<file path="src/rtl/core/tee_pkg.sv">
// ----------------------------------------------------------------------------
// Triggered exponential envelope package
// Shared widths, register indexes, configuration types and level scaling.
// ----------------------------------------------------------------------------
package tee_pkg;

  localparam int unsigned LEVEL_W      = 32;
  localparam int unsigned STEP_W       = 11;
  localparam int unsigned STEP_BYTES_W = 16;
  localparam int unsigned MULT_W       = 32;
  localparam int unsigned DUR_W        = 24;
  localparam int unsigned SEG_W        = DUR_W + MULT_W;
  localparam int unsigned COUNT_W      = 25;
  localparam int unsigned IDX_W        = 3;
  localparam int unsigned NSEG_W       = 3;
  localparam int unsigned FRAC_W       = 30;

  localparam int unsigned APB_AW       = 6;
  localparam int unsigned APB_DW       = 64;
  localparam int unsigned REG_SEL_LSB  = 3;
  localparam int unsigned REG_IDX_W    = 3;

  localparam int unsigned MAX_SEGMENTS_DEF = 5;

  localparam logic [NSEG_W-1:0]  NUM_SEGMENTS_RST = NSEG_W'(1);
  localparam logic [LEVEL_W-1:0] LEVEL_RST        = 32'h0100_0000;
  localparam logic [SEG_W-1:0]   SEGMENT_RST      = SEG_W'(64'h4000_0000);

  typedef enum logic [REG_IDX_W-1:0] {
    REG_NUM_SEGMENTS = 3'd0,
    REG_START_LEVEL  = 3'd1,
    REG_FINAL_LEVEL  = 3'd2,
    REG_SEG_A        = 3'd3,
    REG_SEG_B        = 3'd4,
    REG_SEG_C        = 3'd5,
    REG_SEG_D        = 3'd6,
    REG_SEG_E        = 3'd7
  } reg_idx_e;

  typedef struct packed {
    logic [NSEG_W-1:0]  num_segments;
    logic [LEVEL_W-1:0] start_level;
    logic [LEVEL_W-1:0] final_level;
  } cfg_t;

  // Level times Q2.30 multiplier, rounded half up, saturated to 32 bits.
  function automatic logic [LEVEL_W-1:0] scale_level(input logic [LEVEL_W-1:0] lvl,
                                                     input logic [MULT_W-1:0] mult);
    logic [LEVEL_W+MULT_W-1:0] prod;
    logic [LEVEL_W+MULT_W-1:0] rnd;
    logic [LEVEL_W+MULT_W-FRAC_W-1:0] shifted;
    begin
      prod    = (LEVEL_W+MULT_W)'(lvl) * (LEVEL_W+MULT_W)'(mult);
      rnd     = prod + ((LEVEL_W+MULT_W)'(1) << (FRAC_W - 1));
      shifted = rnd[LEVEL_W+MULT_W-1:FRAC_W];
      if (shifted[LEVEL_W+MULT_W-FRAC_W-1:LEVEL_W] != '0) begin
        scale_level = '1;
      end else begin
        scale_level = shifted[LEVEL_W-1:0];
      end
    end
  endfunction

endpackage

</file>
<file path="src/rtl/core/tee_regs.sv">
// ----------------------------------------------------------------------------
// Envelope configuration registers
// APB register file holding segment count, start and final levels and the
// per-segment duration and multiplier words.
// ----------------------------------------------------------------------------
module tee_regs #(
  parameter int unsigned MaxSegments = tee_pkg::MAX_SEGMENTS_DEF
) (
  input  logic                        clk_i,
  input  logic                        rst_ni,
  input  logic                        psel,
  input  logic                        penable,
  input  logic                        pwrite,
  input  logic [tee_pkg::APB_AW-1:0]  paddr,
  input  logic [tee_pkg::APB_DW-1:0]  pwdata,
  output logic [tee_pkg::APB_DW-1:0]  prdata,
  output logic                        pready,
  output tee_pkg::cfg_t               cfg_o,
  output logic [tee_pkg::SEG_W-1:0]   seg_o [MaxSegments]
);
  import tee_pkg::*;

  localparam int unsigned SegSelW = (MaxSegments > 1) ? $clog2(MaxSegments) : 1;

  logic                 wr_en;
  reg_idx_e             reg_sel;
  logic [REG_IDX_W-1:0] seg_off;
  cfg_t                 cfg_q;
  logic [SEG_W-1:0]     seg_q [MaxSegments];

  assign pready  = 1'b1;
  assign wr_en   = psel && penable && pwrite;
  assign reg_sel = reg_idx_e'(paddr[REG_SEL_LSB +: REG_IDX_W]);
  assign seg_off = paddr[REG_SEL_LSB +: REG_IDX_W] - REG_IDX_W'(REG_SEG_A);

  always_ff @(posedge clk_i or negedge rst_ni) begin
    if (!rst_ni) begin
      cfg_q.num_segments <= NUM_SEGMENTS_RST;
      cfg_q.start_level  <= LEVEL_RST;
      cfg_q.final_level  <= LEVEL_RST;
    end else if (wr_en) begin
      case (reg_sel)
        REG_NUM_SEGMENTS: cfg_q.num_segments <= pwdata[NSEG_W-1:0];
        REG_START_LEVEL:  cfg_q.start_level  <= pwdata[LEVEL_W-1:0];
        REG_FINAL_LEVEL:  cfg_q.final_level  <= pwdata[LEVEL_W-1:0];
        default: ;
      endcase
    end
  end

  for (genvar k = 0; k < MaxSegments; k++) begin : g_seg
    localparam logic [REG_IDX_W-1:0] SegAddr = REG_IDX_W'(int'(REG_SEG_A) + k);
    always_ff @(posedge clk_i or negedge rst_ni) begin
      if (!rst_ni) begin
        seg_q[k] <= SEGMENT_RST;
      end else if (wr_en && (paddr[REG_SEL_LSB +: REG_IDX_W] == SegAddr)) begin
        seg_q[k] <= pwdata[SEG_W-1:0];
      end
    end
    assign seg_o[k] = seg_q[k];
  end

  always_comb begin
    prdata = '0;
    case (reg_sel)
      REG_NUM_SEGMENTS: prdata = APB_DW'(cfg_q.num_segments);
      REG_START_LEVEL:  prdata = APB_DW'(cfg_q.start_level);
      REG_FINAL_LEVEL:  prdata = APB_DW'(cfg_q.final_level);
      default: begin
        if (32'(seg_off) < MaxSegments) begin
          prdata = APB_DW'(seg_q[seg_off[SegSelW-1:0]]);
        end
      end
    endcase
  end

  assign cfg_o = cfg_q;

endmodule

</file>
<file path="src/rtl/core/triggered_exponential_envelope.sv">
// ----------------------------------------------------------------------------
// Triggered exponential envelope
// Segment envelope generator producing one level per tick.
// ----------------------------------------------------------------------------
// Each request on the slave stream is one tick: s_tuser carries the trigger
// bit and s_tdata the step in samples. Each tick yields exactly one request
// on the master stream with the level in m_tdata and the playing flag in
// m_tuser. A tick passes an input register, then one pass of logic (one
// 32x32 multiply with rounding and saturation plus the counter update)
// writes the envelope state and the output register, and a new tick is
// taken every cycle while m_tready is high. The envelope state loops
// through that single pass, which sets the one-tick-per-cycle rate.
// When the receiver holds m_tready low the output register keeps its
// request, the input register fills and then s_tready drops; nothing is
// lost or repeated. Reset empties both registers, leaves the envelope idle
// with the level at the start level reset value and loads the register
// reset values. The user must write registers over the APB port only
// while no tick is in flight; the block itself does not enforce this.
// ----------------------------------------------------------------------------
module triggered_exponential_envelope #(
  parameter int unsigned MaxSegments = tee_pkg::MAX_SEGMENTS_DEF
) (
  input  logic                             clk_i,
  input  logic                             rst_ni,
  input  logic                             s_tvalid,
  output logic                             s_tready,
  input  logic [tee_pkg::STEP_BYTES_W-1:0] s_tdata,  // [10:0] tick_step
  input  logic                             s_tuser,  // [0] trigger
  output logic                             m_tvalid,
  input  logic                             m_tready,
  output logic [tee_pkg::LEVEL_W-1:0]      m_tdata,  // [31:0] level
  output logic                             m_tuser,  // [0] playing
  input  logic                             psel,
  input  logic                             penable,
  input  logic                             pwrite,
  input  logic [tee_pkg::APB_AW-1:0]       paddr,
  input  logic [tee_pkg::APB_DW-1:0]       pwdata,
  output logic [tee_pkg::APB_DW-1:0]       prdata,
  output logic                             pready
);
  import tee_pkg::*;

  localparam int unsigned SegSelW = (MaxSegments > 1) ? $clog2(MaxSegments) : 1;
  localparam logic [NSEG_W-1:0] SegLimit = NSEG_W'(MaxSegments);

  cfg_t             cfg;
  logic [SEG_W-1:0] seg [MaxSegments];

  tee_regs #(
    .MaxSegments(MaxSegments)
  ) u_regs (
    .clk_i  (clk_i),
    .rst_ni (rst_ni),
    .psel   (psel),
    .penable(penable),
    .pwrite (pwrite),
    .paddr  (paddr),
    .pwdata (pwdata),
    .prdata (prdata),
    .pready (pready),
    .cfg_o  (cfg),
    .seg_o  (seg)
  );

  logic               in_valid_q;
  logic               trig_q;
  logic [STEP_W-1:0]  step_q;
  logic               out_valid_q;
  logic [LEVEL_W-1:0] out_level_q;
  logic               out_playing_q;

  logic               active_q, active_d;
  logic [IDX_W-1:0]   idx_q, idx_d;
  logic [COUNT_W-1:0] count_q, count_d;
  logic [LEVEL_W-1:0] level_q, level_d;

  logic               advance;
  logic               take_in;
  logic [NSEG_W-1:0]  n_used;
  logic               act_t;
  logic [IDX_W-1:0]   idx_t;
  logic [COUNT_W-1:0] count_t;
  logic [LEVEL_W-1:0] level_t;
  logic [SEG_W-1:0]   seg_cur;
  logic [DUR_W-1:0]   dur;
  logic [MULT_W-1:0]  mult;

  assign advance  = in_valid_q && (!out_valid_q || m_tready);
  assign s_tready = !in_valid_q || advance;
  assign take_in  = s_tvalid && s_tready;

  always_comb begin
    n_used   = (cfg.num_segments > SegLimit) ? SegLimit : cfg.num_segments;
    act_t    = trig_q || active_q;
    idx_t    = trig_q ? '0 : idx_q;
    count_t  = trig_q ? '0 : count_q;
    level_t  = trig_q ? cfg.start_level : level_q;
    seg_cur  = seg[idx_t[SegSelW-1:0]];
    dur      = seg_cur[SEG_W-1:MULT_W];
    mult     = seg_cur[MULT_W-1:0];
    active_d = act_t;
    idx_d    = idx_t;
    count_d  = count_t;
    level_d  = level_t;
    if (act_t && (idx_t < n_used)) begin
      if (count_t < COUNT_W'(dur)) begin
        level_d = scale_level(level_t, mult);
        count_d = count_t + COUNT_W'(step_q);
      end else begin
        idx_d   = idx_t + IDX_W'(1);
        count_d = '0;
      end
    end else begin
      active_d = 1'b0;
      idx_d    = '0;
      count_d  = '0;
      level_d  = cfg.final_level;
    end
  end

  always_ff @(posedge clk_i or negedge rst_ni) begin
    if (!rst_ni) begin
      in_valid_q  <= 1'b0;
      out_valid_q <= 1'b0;
      active_q    <= 1'b0;
      idx_q       <= '0;
      count_q     <= '0;
      level_q     <= LEVEL_RST;
    end else begin
      if (s_tready) begin
        in_valid_q <= s_tvalid;
      end
      if (advance) begin
        out_valid_q <= 1'b1;
        active_q    <= active_d;
        idx_q       <= idx_d;
        count_q     <= count_d;
        level_q     <= level_d;
      end else if (m_tready) begin
        out_valid_q <= 1'b0;
      end
    end
  end

  always_ff @(posedge clk_i) begin
    if (take_in) begin
      trig_q <= s_tuser;
      step_q <= s_tdata[STEP_W-1:0];
    end
    if (advance) begin
      out_level_q   <= level_d;
      out_playing_q <= active_d;
    end
  end

  assign m_tvalid = out_valid_q;
  assign m_tdata  = out_level_q;
  assign m_tuser  = out_playing_q;

endmodule
</file>
<file path="config.mk">
export PLATFORM = sky130hd
export DESIGN_NAME = triggered_exponential_envelope
export DESIGN_NICKNAME = d
export VERILOG_FILES = /design/src/rtl/core/tee_pkg.sv /design/src/rtl/core/tee_regs.sv /design/src/rtl/core/triggered_exponential_envelope.sv
export SDC_FILE = /design/constraint.sdc
export NUM_CORES = 2
export LEC_CHECK = 0
export BUFFER_PORTS_ARGS = -buffer_cell sky130_fd_sc_hd__buf_2
export CAP_MARGIN = 10
export CORE_MARGIN = 4
export CORE_UTILIZATION = 45
export CTS_BUF_LIST = sky130_fd_sc_hd__clkbuf_8
export DETAILED_ROUTE_END_ITERATION = 16
export GPL_TIMING_DRIVEN = 1
export PLACE_DENSITY_LB_ADDON = 0.3
export SLEW_MARGIN = 10
export SYNTH_ARGS = -nofsm -noshare
export SYNTH_HDL_FRONTEND = slang
export SYNTH_SLANG_ARGS = --single-unit
</file>
<file path="constraint.sdc">
create_clock -name clk_i -period 12.4 [get_ports clk_i]
set_input_delay 2.48 -clock clk_i [delete_from_list [all_inputs] [get_ports clk_i]]
set_output_delay 2.48 -clock clk_i [all_outputs]
set_load 0.05 [all_outputs]
</file>
# After elaboration in Yosys (flattened, before gate mapping)
# Cells that the tools add are included.
# word_totals
in_bits,94
regBits,455
out_inout_bits,100
wordCells,81
# op_classes
n_mux,22
reduce_logical,21
addsub,4
eq_ne,7
multipliers,1
n_lt_le_gt_ge,6
bitwise_logic,2
# op_table
operator,count
$bmux W56 S3,2
$mux W56,5
$pmux W64 S3,1
$mux W32,4
$mux W25,3
$add A64 B30 Y64 const B,1
$mul A32 B32 Y64,1
$add A25 B11 Y25,1
$lt A25 B24 Y1,1
$eq A3 B3 Y1 const B,4
$mux W3,4
$logic_and A1 B1 Y1,10
$ge A4 B4 Y1 const B,2
$not A3 Y4,2
$eq A3 B2 Y1 const B,2
$reduce_and A2 Y1,3
$reduce_bool A2 Y1,2
$add A3 B1 Y3 const B,1
$eq A3 B1 Y1 const B,1
$gt A3 B3 Y1 const B,1
$logic_not A3 Y1,1
$logic_or A1 B1 Y1,3
$lt A3 B3 Y1,1
$lt A3 B3 Y1 const B,1
other kinds (3),6

# Depth between registers and ports, before layout
# depth
depth_word,11
mapped_depth,37
depth_no_buf,31

# Hierarchy
# A second synthesis with hierarchy kept.
# unflattened
hier_cells,5946
hier_area_um2,57586.5
# modules_own_cells
module,cells_per_inst,seq_area_each_um2,area_per_inst_um2,instances
triggered_exponential_envelope,4808,2929.1,41619.9,1
tee_regs,1138,8693.3,15966.6,1

# Least setup slack after synthesis
# Ideal clock, no wire load.
# synth_timing
kind,register to register
start,reg trig_q
end,reg out_level_q[27] (netlist: m_tdata[27]) (data pin)
period_less_slack_ns,9.404
arrival_ns,9.135
path_stages_with_launch,31
setup_time_ns,0.269
required_time_ns,12.131
path_slack_ns,2.996
n_path_buf,7
cell_sequence,edfxtp_1 > buf_4 > clkbuf_1 > clkbuf_1 > buf_1 > buf_2 > mux2i_1 > clkbuf_1 > nor2_1 > fa_1 > fa_1 > inv_1 > fa_1 > fa_1 > inv_1 > fa_1 > fa_1 > fa_1 > fa_1 > ha_1 > clkbuf_1 > nand3_1 > nor4_1 > nand4_1 > nor4_1 > o21ai_0 > a211oi_1 > o21ai_0 > a21o_1 > a21oi_1 > o31ai_1
# synth_via
elab_chain_len,11
word_cells_on_any_way,17
cone_classes,1 x add/sub; 1 x mul; 2 x order compare; 9 x mux; 1 x bitwise; 3 x reduce/logical
# synth_lines
item,line_no,source
"start, declared",triggered_exponential_envelope.sv:66,logic trig_q;
"start signal, assigned",triggered_exponential_envelope.sv:147,trig_q <= s_tuser;
$mux W3,triggered_exponential_envelope.sv:95,idx_t = trig_q ? '0 : idx_q;
$not A3 Y4 (not written as such),triggered_exponential_envelope.sv:98,seg_cur = seg[idx_t[SegSelW-1:0]];
$bmux W56 S3,triggered_exponential_envelope.sv:98,
$mux W56 (not written as such) (2 in series),triggered_exponential_envelope.sv:98,
$mul A32 B32 Y64,tee_pkg.sv:53,prod = (LEVEL_W+MULT_W)'(lvl) * (LEVEL_W+MULT_W)'(mult);
$add A64 B30 Y64,tee_pkg.sv:54,rnd = prod + ((LEVEL_W+MULT_W)'(1) << (FRAC_W - 1));
$reduce_bool A2 Y1,tee_pkg.sv:56,if (shifted[LEVEL_W+MULT_W-FRAC_W-1:LEVEL_W] != '0) begin
$mux W32,tee_pkg.sv:56,
$mux W32,triggered_exponential_envelope.sv:106,if (count_t < COUNT_W'(dur)) begin
$mux W32 (*),triggered_exponential_envelope.sv:105,if (act_t && (idx_t < n_used)) begin
via level_d[27],triggered_exponential_envelope.sv:75,"logic [LEVEL_W-1:0] level_q, level_d;"
"end signal, assigned",triggered_exponential_envelope.sv:151,out_level_q <= level_d;
"end, declared",triggered_exponential_envelope.sv:69,logic [LEVEL_W-1:0] out_level_q;
# Mark *: on every way through the listed nets, which the timed path passes. The rest lies on a longest branch. The select of a mux whose other input is x is not followed.
# A chain may end at the register's enable or synchronous reset.

# Worst setup path in the final report
# layout_timing
start,reg idx_q[1]
end,reg out_level_q[3] (netlist: m_tdata[3]) (data pin)
# layout_via
elab_chain_len,11
word_cells_on_any_way,14
cone_classes,1 x add/sub; 1 x mul; 2 x order compare; 7 x mux; 1 x bitwise; 2 x reduce/logical
# layout_lines
item,line_no,source
"start, declared",triggered_exponential_envelope.sv:73,"logic [IDX_W-1:0] idx_q, idx_d;"
"start signal, assigned",triggered_exponential_envelope.sv:136,idx_q <= idx_d;
$mux W3 (*),triggered_exponential_envelope.sv:95,
$not A3 Y4 (not written as such),triggered_exponential_envelope.sv:98,
$bmux W56 S3,triggered_exponential_envelope.sv:98,
$mux W56 (not written as such) (2 in series),triggered_exponential_envelope.sv:98,
$mul A32 B32 Y64,tee_pkg.sv:53,
$add A64 B30 Y64,tee_pkg.sv:54,
$reduce_bool A2 Y1,tee_pkg.sv:56,
$mux W32,tee_pkg.sv:56,
$mux W32,triggered_exponential_envelope.sv:106,
$mux W32 (*),triggered_exponential_envelope.sv:105,
via level_d[3],triggered_exponential_envelope.sv:75,
# Marks and branches as above.

==> results by group <==
Outcome
  – Outcome: finished clean

Clock tree
  – Htree depth: 3
  – CTS tree: done
  – Setup bufs post-CTS: 0
  – TritonCTS buffer count: between 70 and 80
  – Post_cts resized: 0
  – Clock Latency Late Sink: between 600 and 700 ps
  – Clk slew on worst S/H paths: 60 ps
  – # clock sinks: 455
  – Root Driver: clkbuf_8
  – # hold bufs at CTS: 0
  – Clk buf depth: 3

Global routing
  – GR Util All Layers: 0.296
  – Antenna violations before repair: 34
  – Grt total ovfl: 0
  – Largest net degree at the start of global routing: approximately 180
  – First-pass GRT wire length: 291,000 um
  – Vias in the first global route: 46,759

Drt
  – Vias per cell: approximately 6
  – Post-DRT Antenna Nets: 0
  – Detailed Route WL: 191,000 um
  – Pre-Repair DR Iteration Count: 6
  – Vias: about 44,000
  – Wire length per cell: about 25 um
  – DRC viols: 0
  – 1st-iter DRT viols: approximately 4,000

Final layout
  – Final nets: a little over 7,000
  – Most common cell after layout, fill and taps aside: inv_1
  – Reg area: about 12,000 um^2
  – Multi-input logic area: 40,000 um^2
  – FILL cells: roughly 12,000
  – Share of cells above drive strength 1: 0.169
  – Layout area overhead: 8.55%
  – Leading cell types in the layout, fill and taps excluded: inv_1 (950), fa_1 (898), nor2_1 (703), nand2_1 (637), dfrtp_1 (401)

Yosys
  – Post-synth EDFFs: 45
  – Seq/Total Area, Yosys: 0.207
  – Largest cells by area after synthesis: fa_1 (32%), dfrtp_1 (18%), mux2_2 (7.6%)
  – Post-synth cell types: 73
  – Avg Cell Area, Syn: between 9 and 10 um^2
  – Post-synth top flop: dfrtp_1
  – Synth Cell Area: 56,000 um^2
  – Syn. warnings: 0
  – Syn Inst Count: between 5,000 and 6,000
  – Asr flop ratio synth: 0.901
  – Post-synthesis register bit count: between 400 and 500
  – Synth top area share: 0.321
  – Synth area leader: fa_1

Setup path
  – Critical path peak fanout: 27
  – Crit. End Element: flip-flop
  – Crit path kind: flip-flop to flip-flop
  – CP max stage cell: a21oi_4
  – CP Launch Type: flip-flop
  – CP dominant cell by count: fa_1
  – Crit path arrival time: ~12,000 ps
  – Max incr delay on CP: between 700 and 800 ps
  – CP Data Required Time: between 10,000 and 15,000 ps
  – R2R Setup Slk: a little over 1000 ps
  – R2R cell count: 31

Timing
  – Slew Limit Fails: 0
  – Final period utilization: 0.918
  – Endpoints failing setup: 0
  – Minimum clock period: approximately 11,000 ps
  – Setup TNS: 0 ps
  – Fin Clk Skew: 29.5 ps
  – Fin. Hold Viols: 0
  – Max-slew headroom: 0.0980
  – Worst-margin pin slew: about 1300 ps
  – RSZ-0062 raised after global routing: false
  – Fmax achieved: 87.9 MHz

Worst hold path
  – Worst min-delay path class: flip-flop to flip-flop
  – Hold Path Depth: 2

Floorplanning
  – Standard-cell rows: around 130
  – Core Box Area: between 100,000 and 150,000 um^2
  – Die Area: ~130,000 um^2
  – Die W: around 360 um
  – Initial Utilization: 0.453
  – Die Height: between 300 and 400 um
  – Top-Level Pins: about 190

Job
  – Maxcap violations: 0

Placement
  – GP Congestion: about 0.97
  – I/O Buffers: between 150 and 200
  – DP HPWL: roughly 140,000 um
-- cells in the mapped netlist (17+ instances only) --
master / n
nand2b_1: 17
or2_2: 17
o21bai_1: 24
nor2b_1: 36
a21o_1: 57
fa_1: 898
mux2_2: 378
nor3_1: 27
ha_1: 325
nor2_1: 703
a31oi_1: 86
mux4_2: 56
o21ai_0: 109
nand2_1: 640
inv_1: 921
and2_1: 20
buf_1: 33
mux2i_1: 37
and3_1: 25
nand3_1: 33
a21oi_1: 159
edfxtp_1: 45
dfrtp_1: 401
nand4_1: 24
xnor2_1: 31
a22oi_1: 89
o221ai_1: 69
clkbuf_1: 312
-- routing by layer --
| metal | routed length [um] | vias to the layer above | track usage | part of all wire |
|---|---|---|---|---|
| met1 | 74000 | 23058 | 0.381 | 0.39 |
| met2 | 87800 | 2264 | 0.466 | 0.46 |
| li1 | - | 18570 | - | - |
| met4 | 11000 | 16 | 0.148 | 0.057 |
| met3 | 18600 | 556 | 0.0733 | 0.097 |
| met5 | 110 | - | 0 | 0.00057 |
-- worst paths after layout --
kind | startpoint | endpoint
min reg2reg | count_q[7]$_DFFE_PN0P_ | count_q[7]$_DFFE_PN0P_
max reg2reg | idx_q[1]$_DFFE_PN0P_ | m_tdata[3]$_DFFE_PP_
min in group asynchronous | rst_ni | u_regs.seg_o[91]$_DFFE_PN0P_
min | count_q[7]$_DFFE_PN0P_ | count_q[7]$_DFFE_PN0P_
max | idx_q[1]$_DFFE_PN0P_ | m_tdata[3]$_DFFE_PP_
max in group asynchronous | rst_ni | u_regs.cfg_o[5]$_DFFE_PN0P_
-- state kept, by name, summed over array words and instances, names as in the netlist --
| register | count |
|---|---|
| m_tvalid | 1 |
| count_q | 25 |
| u_regs.seg_o | 280 |
| m_tuser | 1 |
| step_q | 11 |
| u_regs.cfg_o | 67 |
| in_valid_q | 1 |
| level_q | 32 |
| trig_q | 1 |
| active_q | 1 |
| idx_q | 3 |
| m_tdata | 32 |
-- cells by family (layout without fill, tap and decap cells) --
kind of cell | Yosys count | after routing | synth area share
AOI/OAI and AO/OA | 705 | 705 | 0.0844
xor gates and xnor gates | 42 | 42 | 0.00657
adders and majority gates | 1223 | 1223 | 0.393
buffers and inverters | 1284 | 1397 | 0.0870
DFF | 455 | 455 | 0.207
muxes | 474 | 474 | 0.106
other | 2 | 28 | 0.000134
and+or+nand+nor | 1572 | 1572 | 0.115
-- through the flow --
stage / utilization / instances / setup slack (ps) / hold slack (ps) / instance area, um^2
after detailed placement: 0.479 / 7370 / 1120 / 459 / 59200
final: 0.492 / 7533 / 1020 / 475 / 60800
after CTS: 0.491 / 7514 / 1090 / 473 / 60800
after global placement: 0.479 / 7370 / 1180 / 453 / 59200
after global routing: 0.492 / 7525 / 470 / 508 / 60800
after floorplan: - / 5764 / 3000 / 437 / 56000
-- cell type report --
| type | instances | share of cell area |
|---|---|---|
| flip-flops and latches | 455 | 0.191 |
| inverters | 922 | 0.0570 |
| repair buffers | 331 | 0.0346 |
| multi-input cells | 4025 | 0.657 |
| clock inverters | 47 | 0.00370 |
| diodes | 19 | 0.000782 |
| well taps | 1637 | 0.0337 |
| clock buffers | 97 | 0.0220 |
-- critical path: cells and delay by family, from the launching register on --
| family | cells | cell delay [ps] |
|---|---|---|
| adder cells (fa/ha/maj) | 9 | 4400 |
| buffers and inverters | 6 | 930 |
| AND/OR/NAND/NOR | 6 | 1690 |
| AO/OA/AOI/OAI | 10 | 3370 |
| flip-flops | 1 | 690 |
Power is left out: the tool's default activity adds up to more than one toggle a clock period on the data nets, which glitch-free logic cannot reach.
